$ cat src/hw/rtl/alle_pkg.sv
// alle_pkg: shared constants, beat types and link reset values for the
// array linked list engine. No dependencies.
`timescale 1ns / 1ps

package alle_pkg;

    // store geometry: slot 0 is the sentinel, slots 1..CAPACITY hold entries
    localparam int CAPACITY = 63;
    localparam int DEPTH    = CAPACITY + 1;
    localparam int IDX_W    = $clog2(DEPTH);
    localparam int VAL_W    = 32;
    localparam int CNT_W    = 6;
    localparam int STEP_W   = IDX_W + 1;

    // command codes
    localparam logic [1:0] CMD_INSERT = 2'd0;
    localparam logic [1:0] CMD_DELETE = 2'd1;
    localparam logic [1:0] CMD_READ   = 2'd2;

    // status codes
    localparam logic [1:0] ST_OK      = 2'd0;
    localparam logic [1:0] ST_BAD_POS = 2'd1;
    localparam logic [1:0] ST_FULL    = 2'd2;
    localparam logic [1:0] ST_EMPTY   = 2'd3;

    // input beat
    typedef struct packed {
        logic [1:0]              cmd;
        logic [5:0]              position;
        logic signed [VAL_W-1:0] value;
    } in_t;

    // result beat
    typedef struct packed {
        logic [1:0]              status;
        logic signed [VAL_W-1:0] read_value;
        logic [CNT_W-1:0]        count;
    } out_t;

    // request to the next-link memory
    typedef struct packed {
        logic             rd_en;
        logic [IDX_W-1:0] rd_addr;
        logic             wr_en;
        logic [IDX_W-1:0] wr_addr;
        logic [IDX_W-1:0] wr_data;
    } link_req_t;

    // next link after reset: sentinel and last slot end their chains,
    // every other slot points to the one above it
    function automatic logic [IDX_W-1:0] link_reset_val(input logic [IDX_W-1:0] idx);
        logic [IDX_W-1:0] res;
        if (idx == '0 || idx == IDX_W'(CAPACITY)) begin
            res = '0;
        end else begin
            res = idx + IDX_W'(1);
        end
        return res;
    endfunction

endpackage

$ cat src/hw/rtl/alle_link_mem.sv
// alle_link_mem: next-link memory with one write and one registered read
// port; per-entry valid bits give the reset chain. Depends on alle_pkg.
`timescale 1ns / 1ps

module alle_link_mem (
    input  logic                        aclk,
    input  logic                        aresetn,
    input  alle_pkg::link_req_t         req,
    output logic [alle_pkg::IDX_W-1:0]  rd_data
);

    logic [alle_pkg::IDX_W-1:0] link_ram [alle_pkg::DEPTH];
    logic [alle_pkg::DEPTH-1:0] link_vld_reg;
    logic [alle_pkg::IDX_W-1:0] ram_q_reg;
    logic [alle_pkg::IDX_W-1:0] dflt_q_reg;
    logic                       hit_q_reg;

    // valid bits: an entry reads its reset link until first written
    always_ff @(posedge aclk) begin
        if (!aresetn) begin
            link_vld_reg <= '0;
        end else if (req.wr_en) begin
            link_vld_reg[req.wr_addr] <= 1'b1;
        end
    end

    // storage write and registered read
    always_ff @(posedge aclk) begin
        if (req.wr_en) begin
            link_ram[req.wr_addr] <= req.wr_data;
        end
        if (req.rd_en) begin
            ram_q_reg  <= link_ram[req.rd_addr];
            dflt_q_reg <= alle_pkg::link_reset_val(req.rd_addr);
            hit_q_reg  <= link_vld_reg[req.rd_addr];
        end
    end

    assign rd_data = hit_q_reg ? ram_q_reg : dflt_q_reg;

endmodule

$ cat src/hw/rtl/alle_seq.sv
// alle_seq: command sequencer; walks next links one read per cycle, then
// patches links, free stack, count and the value memory. Depends on alle_pkg.
`timescale 1ns / 1ps

module alle_seq (
    input  logic                        aclk,
    input  logic                        aresetn,
    input  logic                        in_valid,
    output logic                        in_ready,
    input  alle_pkg::in_t               in_data,
    output logic                        out_valid,
    input  logic                        out_ready,
    output alle_pkg::out_t              out_data,
    output alle_pkg::link_req_t         link_req,
    input  logic [alle_pkg::IDX_W-1:0]  link_rd_data
);

    localparam int SW = 4;
    localparam logic [SW-1:0] S_IDLE    = 4'd0;
    localparam logic [SW-1:0] S_CHECK   = 4'd1;
    localparam logic [SW-1:0] S_CHAIN   = 4'd2;
    localparam logic [SW-1:0] S_FH_RD   = 4'd3;
    localparam logic [SW-1:0] S_FH_WT   = 4'd4;
    localparam logic [SW-1:0] S_INS_WR2 = 4'd5;
    localparam logic [SW-1:0] S_DEL_WR1 = 4'd6;
    localparam logic [SW-1:0] S_DEL_WR2 = 4'd7;
    localparam logic [SW-1:0] S_VAL_RD  = 4'd8;
    localparam logic [SW-1:0] S_VAL_WT  = 4'd9;
    localparam logic [SW-1:0] S_DONE    = 4'd10;

    localparam int IW = alle_pkg::IDX_W;
    localparam int TW = alle_pkg::STEP_W;
    localparam int VW = alle_pkg::VAL_W;
    localparam int CW = alle_pkg::CNT_W;

    logic [SW-1:0]         state_reg, state_next;
    logic [1:0]            cmd_reg, cmd_next;
    logic [5:0]            pos_reg, pos_next;
    logic signed [VW-1:0]  val_reg, val_next;
    logic [TW-1:0]         iss_reg, iss_next;
    logic                  pend_reg, pend_next;
    logic [IW-1:0]         s0_reg, s0_next;
    logic [IW-1:0]         s1_reg, s1_next;
    logic [IW-1:0]         s2_reg, s2_next;
    logic [IW-1:0]         fh_new_reg, fh_new_next;
    logic [IW-1:0]         free_head_reg, free_head_next;
    logic [CW-1:0]         count_reg, count_next;
    logic [1:0]            status_reg, status_next;
    logic signed [VW-1:0]  rv_reg, rv_next;

    logic signed [VW-1:0]  val_ram [alle_pkg::DEPTH];
    logic signed [VW-1:0]  val_q_reg;
    logic                  val_wr_en;
    logic                  val_rd_en;

    logic [TW-1:0]         pos_ext;
    logic [TW-1:0]         cnt_ext;

    assign pos_ext = TW'(pos_reg);
    assign cnt_ext = TW'(count_reg);

    // handshake and result beat
    assign in_ready = (state_reg == S_IDLE);
    assign out_valid = (state_reg == S_DONE);
    assign out_data = '{status: status_reg, read_value: rv_reg, count: count_reg};

    // sequencer
    always_comb begin
        state_next     = state_reg;
        cmd_next       = cmd_reg;
        pos_next       = pos_reg;
        val_next       = val_reg;
        iss_next       = iss_reg;
        pend_next      = pend_reg;
        s0_next        = s0_reg;
        s1_next        = s1_reg;
        s2_next        = s2_reg;
        fh_new_next    = fh_new_reg;
        free_head_next = free_head_reg;
        count_next     = count_reg;
        status_next    = status_reg;
        rv_next        = rv_reg;
        link_req       = '0;
        val_wr_en      = 1'b0;
        val_rd_en      = 1'b0;

        unique case (state_reg)
            S_IDLE: begin
                if (in_valid) begin
                    cmd_next   = in_data.cmd;
                    pos_next   = in_data.position;
                    val_next   = in_data.value;
                    state_next = S_CHECK;
                end
            end
            S_CHECK: begin
                // validate and size the link walk
                rv_next     = '0;
                status_next = alle_pkg::ST_OK;
                s0_next     = '0;
                s1_next     = '0;
                s2_next     = '0;
                pend_next   = 1'b0;
                state_next  = S_DONE;
                case (cmd_reg) inside
                    alle_pkg::CMD_INSERT: begin
                        if (pos_reg == '0 || pos_ext > cnt_ext + TW'(1)) begin
                            status_next = alle_pkg::ST_BAD_POS;
                        end else if (free_head_reg == '0) begin
                            status_next = alle_pkg::ST_FULL;
                        end else begin
                            iss_next   = pos_ext;
                            state_next = S_CHAIN;
                        end
                    end
                    alle_pkg::CMD_DELETE, alle_pkg::CMD_READ: begin
                        if (count_reg == '0) begin
                            status_next = alle_pkg::ST_EMPTY;
                        end else if (pos_reg == '0 || pos_ext > cnt_ext) begin
                            status_next = alle_pkg::ST_BAD_POS;
                        end else begin
                            iss_next   = (cmd_reg == alle_pkg::CMD_DELETE) ?
                                         pos_ext + TW'(1) : pos_ext;
                            state_next = S_CHAIN;
                        end
                    end
                    default: begin
                        status_next = alle_pkg::ST_BAD_POS;
                    end
                endcase
            end
            S_CHAIN: begin
                // one link read per cycle, last three nodes kept
                if (pend_reg) begin
                    s0_next = s1_reg;
                    s1_next = s2_reg;
                    s2_next = link_rd_data;
                end
                if (iss_reg != '0) begin
                    link_req.rd_en   = 1'b1;
                    link_req.rd_addr = pend_reg ? link_rd_data : '0;
                    iss_next         = iss_reg - TW'(1);
                    pend_next        = 1'b1;
                end else begin
                    pend_next = 1'b0;
                    if (!pend_reg) begin
                        if (cmd_reg == alle_pkg::CMD_INSERT) begin
                            state_next = S_FH_RD;
                        end else if (cmd_reg == alle_pkg::CMD_DELETE) begin
                            state_next = S_DEL_WR1;
                        end else begin
                            state_next = S_VAL_RD;
                        end
                    end
                end
            end
            S_FH_RD: begin
                // fetch the link below the free head
                link_req.rd_en   = 1'b1;
                link_req.rd_addr = free_head_reg;
                state_next       = S_FH_WT;
            end
            S_FH_WT: begin
                // before -> new slot
                fh_new_next      = link_rd_data;
                link_req.wr_en   = 1'b1;
                link_req.wr_addr = s1_reg;
                link_req.wr_data = free_head_reg;
                state_next       = S_INS_WR2;
            end
            S_INS_WR2: begin
                // new slot -> after, store value, pop free stack
                link_req.wr_en   = 1'b1;
                link_req.wr_addr = free_head_reg;
                link_req.wr_data = s2_reg;
                val_wr_en        = 1'b1;
                free_head_next   = fh_new_reg;
                count_next       = count_reg + CW'(1);
                state_next       = S_DONE;
            end
            S_DEL_WR1: begin
                // before -> after
                link_req.wr_en   = 1'b1;
                link_req.wr_addr = s0_reg;
                link_req.wr_data = s2_reg;
                state_next       = S_DEL_WR2;
            end
            S_DEL_WR2: begin
                // push victim onto free stack
                link_req.wr_en   = 1'b1;
                link_req.wr_addr = s1_reg;
                link_req.wr_data = free_head_reg;
                free_head_next   = s1_reg;
                count_next       = count_reg - CW'(1);
                state_next       = S_DONE;
            end
            S_VAL_RD: begin
                val_rd_en  = 1'b1;
                state_next = S_VAL_WT;
            end
            S_VAL_WT: begin
                rv_next    = val_q_reg;
                state_next = S_DONE;
            end
            S_DONE: begin
                if (out_ready) begin
                    state_next = S_IDLE;
                end
            end
            default: begin
                state_next = S_IDLE;
            end
        endcase
    end

    // control state
    always_ff @(posedge aclk) begin
        if (!aresetn) begin
            state_reg     <= S_IDLE;
            pend_reg      <= 1'b0;
            free_head_reg <= IW'(1);
            count_reg     <= '0;
        end else begin
            state_reg     <= state_next;
            pend_reg      <= pend_next;
            free_head_reg <= free_head_next;
            count_reg     <= count_next;
        end
    end

    // datapath registers
    always_ff @(posedge aclk) begin
        cmd_reg    <= cmd_next;
        pos_reg    <= pos_next;
        val_reg    <= val_next;
        iss_reg    <= iss_next;
        s0_reg     <= s0_next;
        s1_reg     <= s1_next;
        s2_reg     <= s2_next;
        fh_new_reg <= fh_new_next;
        status_reg <= status_next;
        rv_reg     <= rv_next;
    end

    // value memory
    always_ff @(posedge aclk) begin
        if (val_wr_en) begin
            val_ram[free_head_reg] <= val_reg;
        end
        if (val_rd_en) begin
            val_q_reg <= val_ram[s2_reg];
        end
    end

`ifndef ASSERT_OFF
    // free stack empty exactly when the store is full
    assert property (@(posedge aclk) disable iff (!aresetn)
        (free_head_reg == '0) == (count_reg == CW'(alle_pkg::CAPACITY)))
        else $error("free head and count disagree");

    // an accepted beat goes straight to validation
    assert property (@(posedge aclk) disable iff (!aresetn)
        (in_valid && in_ready) |=> (state_reg == S_CHECK))
        else $error("accepted beat not checked");

    // a completed insert adds exactly one entry
    assert property (@(posedge aclk) disable iff (!aresetn)
        (state_reg == S_INS_WR2) |=> (count_reg == $past(count_reg) + CW'(1)))
        else $error("insert count mismatch");

    // a completed delete pushes the victim slot
    assert property (@(posedge aclk) disable iff (!aresetn)
        (state_reg == S_DEL_WR2) |=> (free_head_reg == $past(s1_reg)))
        else $error("delete did not free victim");
`endif

endmodule

$ cat src/hw/rtl/array_linked_list_engine.sv
// array_linked_list_engine: top level; output register plus sequencer and
// next-link memory. Depends on alle_pkg, alle_link_mem, alle_seq.
//
//   channel   ports                      beat
//   input     s_valid s_ready s_data     cmd, position, value
//   result    m_valid m_ready m_data     status, read_value, count
//
// A rejected command goes from validation straight to the result; an accepted one
// walks next links from the sentinel at one link-memory read per cycle, then
// patches links or reads the value, and the next beat can be taken in the
// cycle after the result is registered.
// Synchronous active-low reset restores the empty list and free chain at once.
// A result waits in the output register while the next beat is taken; a
// further result holds the sequencer until that register empties.
`timescale 1ns / 1ps

module array_linked_list_engine (
    input  logic            aclk,
    input  logic            aresetn,
    input  logic            s_valid,
    output logic            s_ready,
    input  alle_pkg::in_t   s_data,
    output logic            m_valid,
    input  logic            m_ready,
    output alle_pkg::out_t  m_data
);

    alle_pkg::link_req_t         link_req;
    logic [alle_pkg::IDX_W-1:0]  link_rd_data;
    logic                        res_valid;
    logic                        res_ready;
    alle_pkg::out_t              res_data;
    logic                        m_valid_reg, m_valid_next;
    alle_pkg::out_t              m_data_reg, m_data_next;

    alle_link_mem u_link_mem (
        .aclk    (aclk),
        .aresetn (aresetn),
        .req     (link_req),
        .rd_data (link_rd_data)
    );

    alle_seq u_seq (
        .aclk         (aclk),
        .aresetn      (aresetn),
        .in_valid     (s_valid),
        .in_ready     (s_ready),
        .in_data      (s_data),
        .out_valid    (res_valid),
        .out_ready    (res_ready),
        .out_data     (res_data),
        .link_req     (link_req),
        .link_rd_data (link_rd_data)
    );

    // output register
    assign res_ready = !m_valid_reg || m_ready;

    always_comb begin
        m_valid_next = m_valid_reg;
        m_data_next  = m_data_reg;
        if (res_valid && res_ready) begin
            m_valid_next = 1'b1;
            m_data_next  = res_data;
        end else if (m_ready) begin
            m_valid_next = 1'b0;
        end
    end

    always_ff @(posedge aclk) begin
        if (!aresetn) begin
            m_valid_reg <= 1'b0;
        end else begin
            m_valid_reg <= m_valid_next;
        end
    end

    always_ff @(posedge aclk) begin
        m_data_reg <= m_data_next;
    end

    assign m_valid = m_valid_reg;
    assign m_data  = m_data_reg;

endmodule
$ cat config.mk
export PLATFORM = sky130hd
export DESIGN_NAME = array_linked_list_engine
export DESIGN_NICKNAME = d
export VERILOG_FILES = /design/src/hw/rtl/alle_pkg.sv /design/src/hw/rtl/alle_link_mem.sv /design/src/hw/rtl/alle_seq.sv /design/src/hw/rtl/array_linked_list_engine.sv
export SDC_FILE = /design/constraint.sdc
export NUM_CORES = 2
export LEC_CHECK = 0
export ABC_AREA = 1
export ABC_CLOCK_PERIOD_IN_PS = 4800
export BUFFER_PORTS_ARGS = -buffer_cell sky130_fd_sc_hd__clkbuf_2
export CAP_MARGIN = 40
export CORE_MARGIN = 4
export CORE_UTILIZATION = 40
export CTS_CLUSTER_DIAMETER = 150
export DETAILED_ROUTE_END_ITERATION = 10
export PLACE_DENSITY = 0.66
export RECOVER_POWER = 100
export SYNTH_ARGS = -nofsm -noshare
export SYNTH_HDL_FRONTEND = slang
export SYNTH_SLANG_ARGS = --single-unit
$ cat constraint.sdc
create_clock -name aclk -period 4.8 [get_ports aclk]
set_input_delay 0.48 -clock aclk [delete_from_list [all_inputs] [get_ports aclk]]
set_output_delay 0.48 -clock aclk [all_outputs]
set_load 0.05 [all_outputs]
Yosys cells after proc, flatten, opt, wreduce, memory -nomap -nowiden
Memories as Yosys holds them, arrays and structs flattened. A register that Yosys moved wholly into a read port is not among the register bits. Cells that the tools add are included.

Output and inout port bits: 42. Register bits after elaboration: 234. ROM bits: 0. Bits in writable memories: 2432. Latch bits: 0. Memories kept: 2.

Magnitude comparators: 5. Shift-type cells: 0. Div/mod/pow operators: 0. $mul: 0. Reduce and logical (&&, ||, !) cells: 25. Bitwise logic cells: 1. Multiplexer cells: 56. Equality and inequality tests: 24. Add/subtract/negate cells: 6.

Memory list: u_seq.val_ram (words 64, width 32, read ports 1, clocked after Yosys merged registers in 1, wr ports 1, RTL line alle_seq.sv:51) `logic signed [VW-1:0] val_ram [alle_pkg::DEPTH];`; u_link_mem.link_ram (words 64, width 6, read ports 1, clocked after Yosys merged registers in 1, wr ports 1, RTL line alle_link_mem.sv:12) `logic [alle_pkg::IDX_W-1:0] link_ram [alle_pkg::DEPTH];`.

Operators with widths (number): OR 64 bit (1); case mux 32 bit (2 select lines) (1); two-way mux 7 bit (9); case mux 6 bit (2 select lines) (5); two-way mux 4 bit (12); case mux 13 bit (3 select lines) (1); case mux 4 bit (9 select lines) (1); two-way mux 6 bit (5); case mux 7 bit (2 select lines) (2); zero test 6 bit (4); == test 4 x 3 -> 1 bit, second input constant (4); adder 6 x 1 -> 7 bit, second input constant (2); < comparator 6 x 7 -> 1 bit, second input constant (2); adder 6 x 1 -> 6 bit, second input constant (2); == test 4 bit, second input constant (3); two-way mux 1 bit (12); inequality test 3 bit, second input constant (4); two-way mux 2 bit (5); == test 4 x 2 -> 1 bit, second input constant (2); nonzero test 2 bit (4); greater-than comparator 6 x 7 -> 1 bit (1); AND reduction 7 bit (1); nonzero test 7 bit (1); subtractor 7 x 1 -> 7 bit, second input constant (1); other kinds (22) (32).

Longest topological paths before layout
Depth in word-level cells: 8. Depth in mapped cells: 18. Depth with buffers taken out: 16.

Cells and area by module
From an unflattened synthesis, not the netlist that was laid out.

Cells, all modules: 8975. Area, all modules: 108679.2 um^2.

By module, submodules not included: alle_seq (times used 1, area each 87212.4 um^2, seq. area each 65953.3 um^2, cells an instance 6712); alle_link_mem (times used 1, area each 20214.4 um^2, seq. area each 13202.7 um^2, cells an instance 2216); array_linked_list_engine (times used 1, area each 1252.5 um^2, seq. area each 1221.2 um^2, cells an instance 47).

Worst setup path after synthesis
Ideal clock, no wire load.

Path kind: register to register. Start: register m_valid_reg, in the netlist m_valid. End: register m_data_reg (netlist bit m_data[0]) (enable). Clock period less this slack: 3.878 ns. Path buffers: 0. Stages on the path, launching flop included: 4. Setup slack: 0.922 ns. Arrival time: 3.391 ns. Path through: dfxtp_1 -> inv_1 -> nor2_1 -> nor3_1.

Cells in the longest elaborated chain, start to end: 3.

RTL lines: from (decl) (RTL line array_linked_list_engine.sv:33) `logic m_valid_reg, m_valid_next;`; from (signal assigned) (RTL line array_linked_list_engine.sv:74) `m_valid_reg <= m_valid_next;`; zero test 1 bit (RTL line array_linked_list_engine.sv:57) `assign res_ready = !m_valid_reg || m_ready;`; logical OR 1 bit (RTL line array_linked_list_engine.sv:57); logical AND 1 bit (RTL line array_linked_list_engine.sv:62) `if (res_valid && res_ready) begin`; to (signal assigned) (RTL line array_linked_list_engine.sv:79) `m_data_reg <= m_data_next;`; to (decl) (RTL line array_linked_list_engine.sv:34) `alle_pkg::out_t m_data_reg, m_data_next;`.

No other way between the ends. A chain may end at the register's enable or synchronous reset.

Worst setup path in the final report
Start: register u_seq.free_head_reg[0]. End: memory u_seq.val_ram[1][1] (netlist bit) (enable).

RTL lines: from (decl) (RTL line alle_seq.sv:46) `logic [IW-1:0] free_head_reg, free_head_next;`; from (signal assigned) (RTL line alle_seq.sv:226) `free_head_reg <= free_head_next;`; to (decl) (RTL line alle_seq.sv:51).

No word-level cell before the write port.

==> flow_summary.yaml <==
timing:
  setup_violations: 0
  fin_crit_ps: 4412
  tns_ps: 0
  slew_headroom: -1.737
  period_share: 0.9191
  finClkSkew_ps: 98.95
  max_clock_freq_ghz: 0.2267
  worst_pin_slew_ps: 4106
  slew_viol_final: 2585
  rsz0062_at_grt: "false"
  finalHoldViolCount: 0
placed_design:
  io_buffers: 85
  dpl-instance-area_sq_mm: 0.1147
  hpwl_mm: 181.5
  post-place-cells: 12070
  place.gp.congestion: 0.8838
synth:
  syn_area_sq_mm: 0.1083
  ys_ff_latch: 2704
  syn_nets: 8792
  synth_seq_area_share: 0.7422
  synth_flop_cell: "edfxtp_1"
  synth_top_area_cell: "edfxtp_1"
  avgSynthCellArea_sq_um: 12.42
  synth_area_leaders: "edfxtp_1, o21ai_0, nor2_1"
  synth_edf_count: 2622
  ys.warnings.count: 0
  yosysUniqueCellTypes: 48
  syn_inst: 8721
  synthArstFlopShare: 0
  netlist.area_leader.share: 0.7270
worst_setup_path:
  crit_family: "simple AND/OR/NAND/NOR gates"
  criticalPathCategory: "reg -> reg"
  crit_chain: "inv_1, nor2_1, nand2_1, nor2_2, clkbuf_2"
  startpoint_type: "flip-flop"
  max_stage_delay_ps: 1140
  cp_data_required_time_ps: 5360
  startpoint: "u_seq.free_head_reg[0]$_SDFFE_PN1P_"
  cp_max_fo: 14
  reg2reg_from: "u_seq.free_head_reg[0]$_SDFFE_PN1P_"
  end_kind: "flip-flop"
  regToRegSetupSlack_ps: 390
  crit_buf_inv: 2
  slowest_stage: "nor2_2"
  worst_ep_arrival_time_ps: 4980
grt:
  grt_max_degree: 204
  grtUsageTotal: 0.2227
  grt_pass1_wl_mm: 466.3
  antenna_found_initial: 21
  grt_pass1_vias: 69840
  overflow: 0
clock_tree:
  clock_latency_ps: 940
  htree_num_levels: 5
  cts_buffers: 297
  cts_tree: "done"
  cts_post_setup_buffers_inserted: 0
  cts.path.max_buffers: 4
  clock_sinks: 2704
  clkTransAtPathRegs_ps: 60
  holdBufCountCts: 42
  cts-root-buf: "clkbuf_16"
  postCtsResizedCells: 0
drt:
  wl_per_cell_um: 25.35
  via_count: 72820
  drtAntennaViolNets: 0
  drc: 0
  dr.first_iter.drc_count: 10260
  first_pass_iters: 6
  avgViaCountPerCell: 5.762
  totalWireLength_mm: 320.4
job:
  drv_cap: 55
run_status:
  violations: "capacitance limit, slew limit"
  outcome: "finished, violations left"
power_and_ir_drop:
  ir_drop_mv: 0.3430
  leakage_nw: 41.31
  powerDensity_mw_per_mm2: 529.3
cells_and_area:
  final_cell_mix: "edfxtp_1, nor2_1, o21ai_0, nand2_1, o22ai_1"
  stdcell_count: 12640
  final_area_sq_mm: 0.1232
  final_util: 0.4587
  drive_gt1_frac: 0.07963
  seqCellArea_sq_mm: 0.08038
  syn_to_final_growth_pct: 13.78
  largest_reg_flops: 2048
  multi_input_area_sq_mm: 0.02407
  final_common_cell: "edfxtp_1"
  final_nets: 8932
  fill_cells: 23610
floorplanning:
  fp.dieArea_sq_mm: 0.2791
  die_x_um: 528.3
  coreArea_sq_mm: 0.2686
  rows: 190
  num_io_pins: 86
  dieHeight_um: 528.3
  start_util: 0.4031
hold_path:
  hp-start: "s_valid"
  hp-class: "in -> reg"
-- metal layers --
layer | track usage | wire [um] | part of all wire | vias to the layer above
met4 | 0.1093 | 18430 | 0.058 | 14
met2 | 0.3478 | 145400 | 0.45 | 4298
met3 | 0.04631 | 34860 | 0.11 | 806
li1 | - | - | - | 31860
met5 | 0 | 99 | 0.00031 | -
met1 | 0.2971 | 121600 | 0.38 | 35850
-- path summary, 6_finish.rpt --
path / endpoint / cells past startpoint
max: u_seq.val_ram[1][1]$_DFFE_PP_ / 5
min: u_seq.state_reg[3]$_SDFFE_PN0P_ / 5
max reg2reg: u_seq.val_ram[1][1]$_DFFE_PP_ / 5
min reg2reg: m_data[7]$_DFFE_PP_ / 0
-- worst min-delay path, stage by stage --
cell and delay, ps:
clkbuf_2 80, inv_1 120, a21oi_1 110, nand2_1 70
a21oi_1 60
-- where the power goes --
part	leakage [nW]	switching [W]	total, W	internal [W]
sequential	23.8	0.000423	0.0286	0.0282
combinational	13.0	0.0115	0.0151	0.00359
clock	4.45	0.00896	0.0215	0.0126
total	41.3	0.0208	0.0652	0.0444
-- area by class of cell --
class	instances	area share
Inverter	498	0.01539
Sequential cell	2704	0.6523
Multi-Input combinational cell	4942	0.1954
Antenna cell	6	0.0001218
Timing Repair Buffer	418	0.02720
Clock buffer	372	0.06421
Tap cell	3552	0.03607
Clock inverter	146	0.009362
-- cell usage after synthesis, types with 73 or more instances --
library cell  instances
o22ai_1             602
a21oi_1              84
clkbuf_1            452
o21ai_0            1219
nand3_1             579
dfxtp_1              82
nand2_1             635
inv_1               458
buf_2                77
edfxtp_1           2622
nor2_1             1465
o21ai_1              73
nand3b_1            141
-- kinds of logic (layout without fill, tap and decap cells) --
logic type	after synthesis	in the layout	share of synthesized area
buffers and inverters	1075	1434	0.03836
AO/OA/AOI/OAI	2025	2025	0.1023
other	0	6	0
AND/OR/NAND/NOR	2876	2876	0.1128
adder cells (fa/ha/maj)	27	27	0.003189
XOR/XNOR	14	14	0.001132
flip-flops	2704	2704	0.7422
-- through the flow --
step / total power, W / hold WS (ps) / setup WS (ps)
finish: 0.06522 / 50.32 / 388.1
CTS: 0.06512 / 0.2968 / 735.9
detailed placement: 0.04376 / 406.2 / 822.5
global route: 0.06757 / 41.35 / 314.0
floorplan: 0.03717 / 400.3 / 921.6
global placement: 0.04338 / 406.3 / 877.0
(Power assumes the default switching activity.)
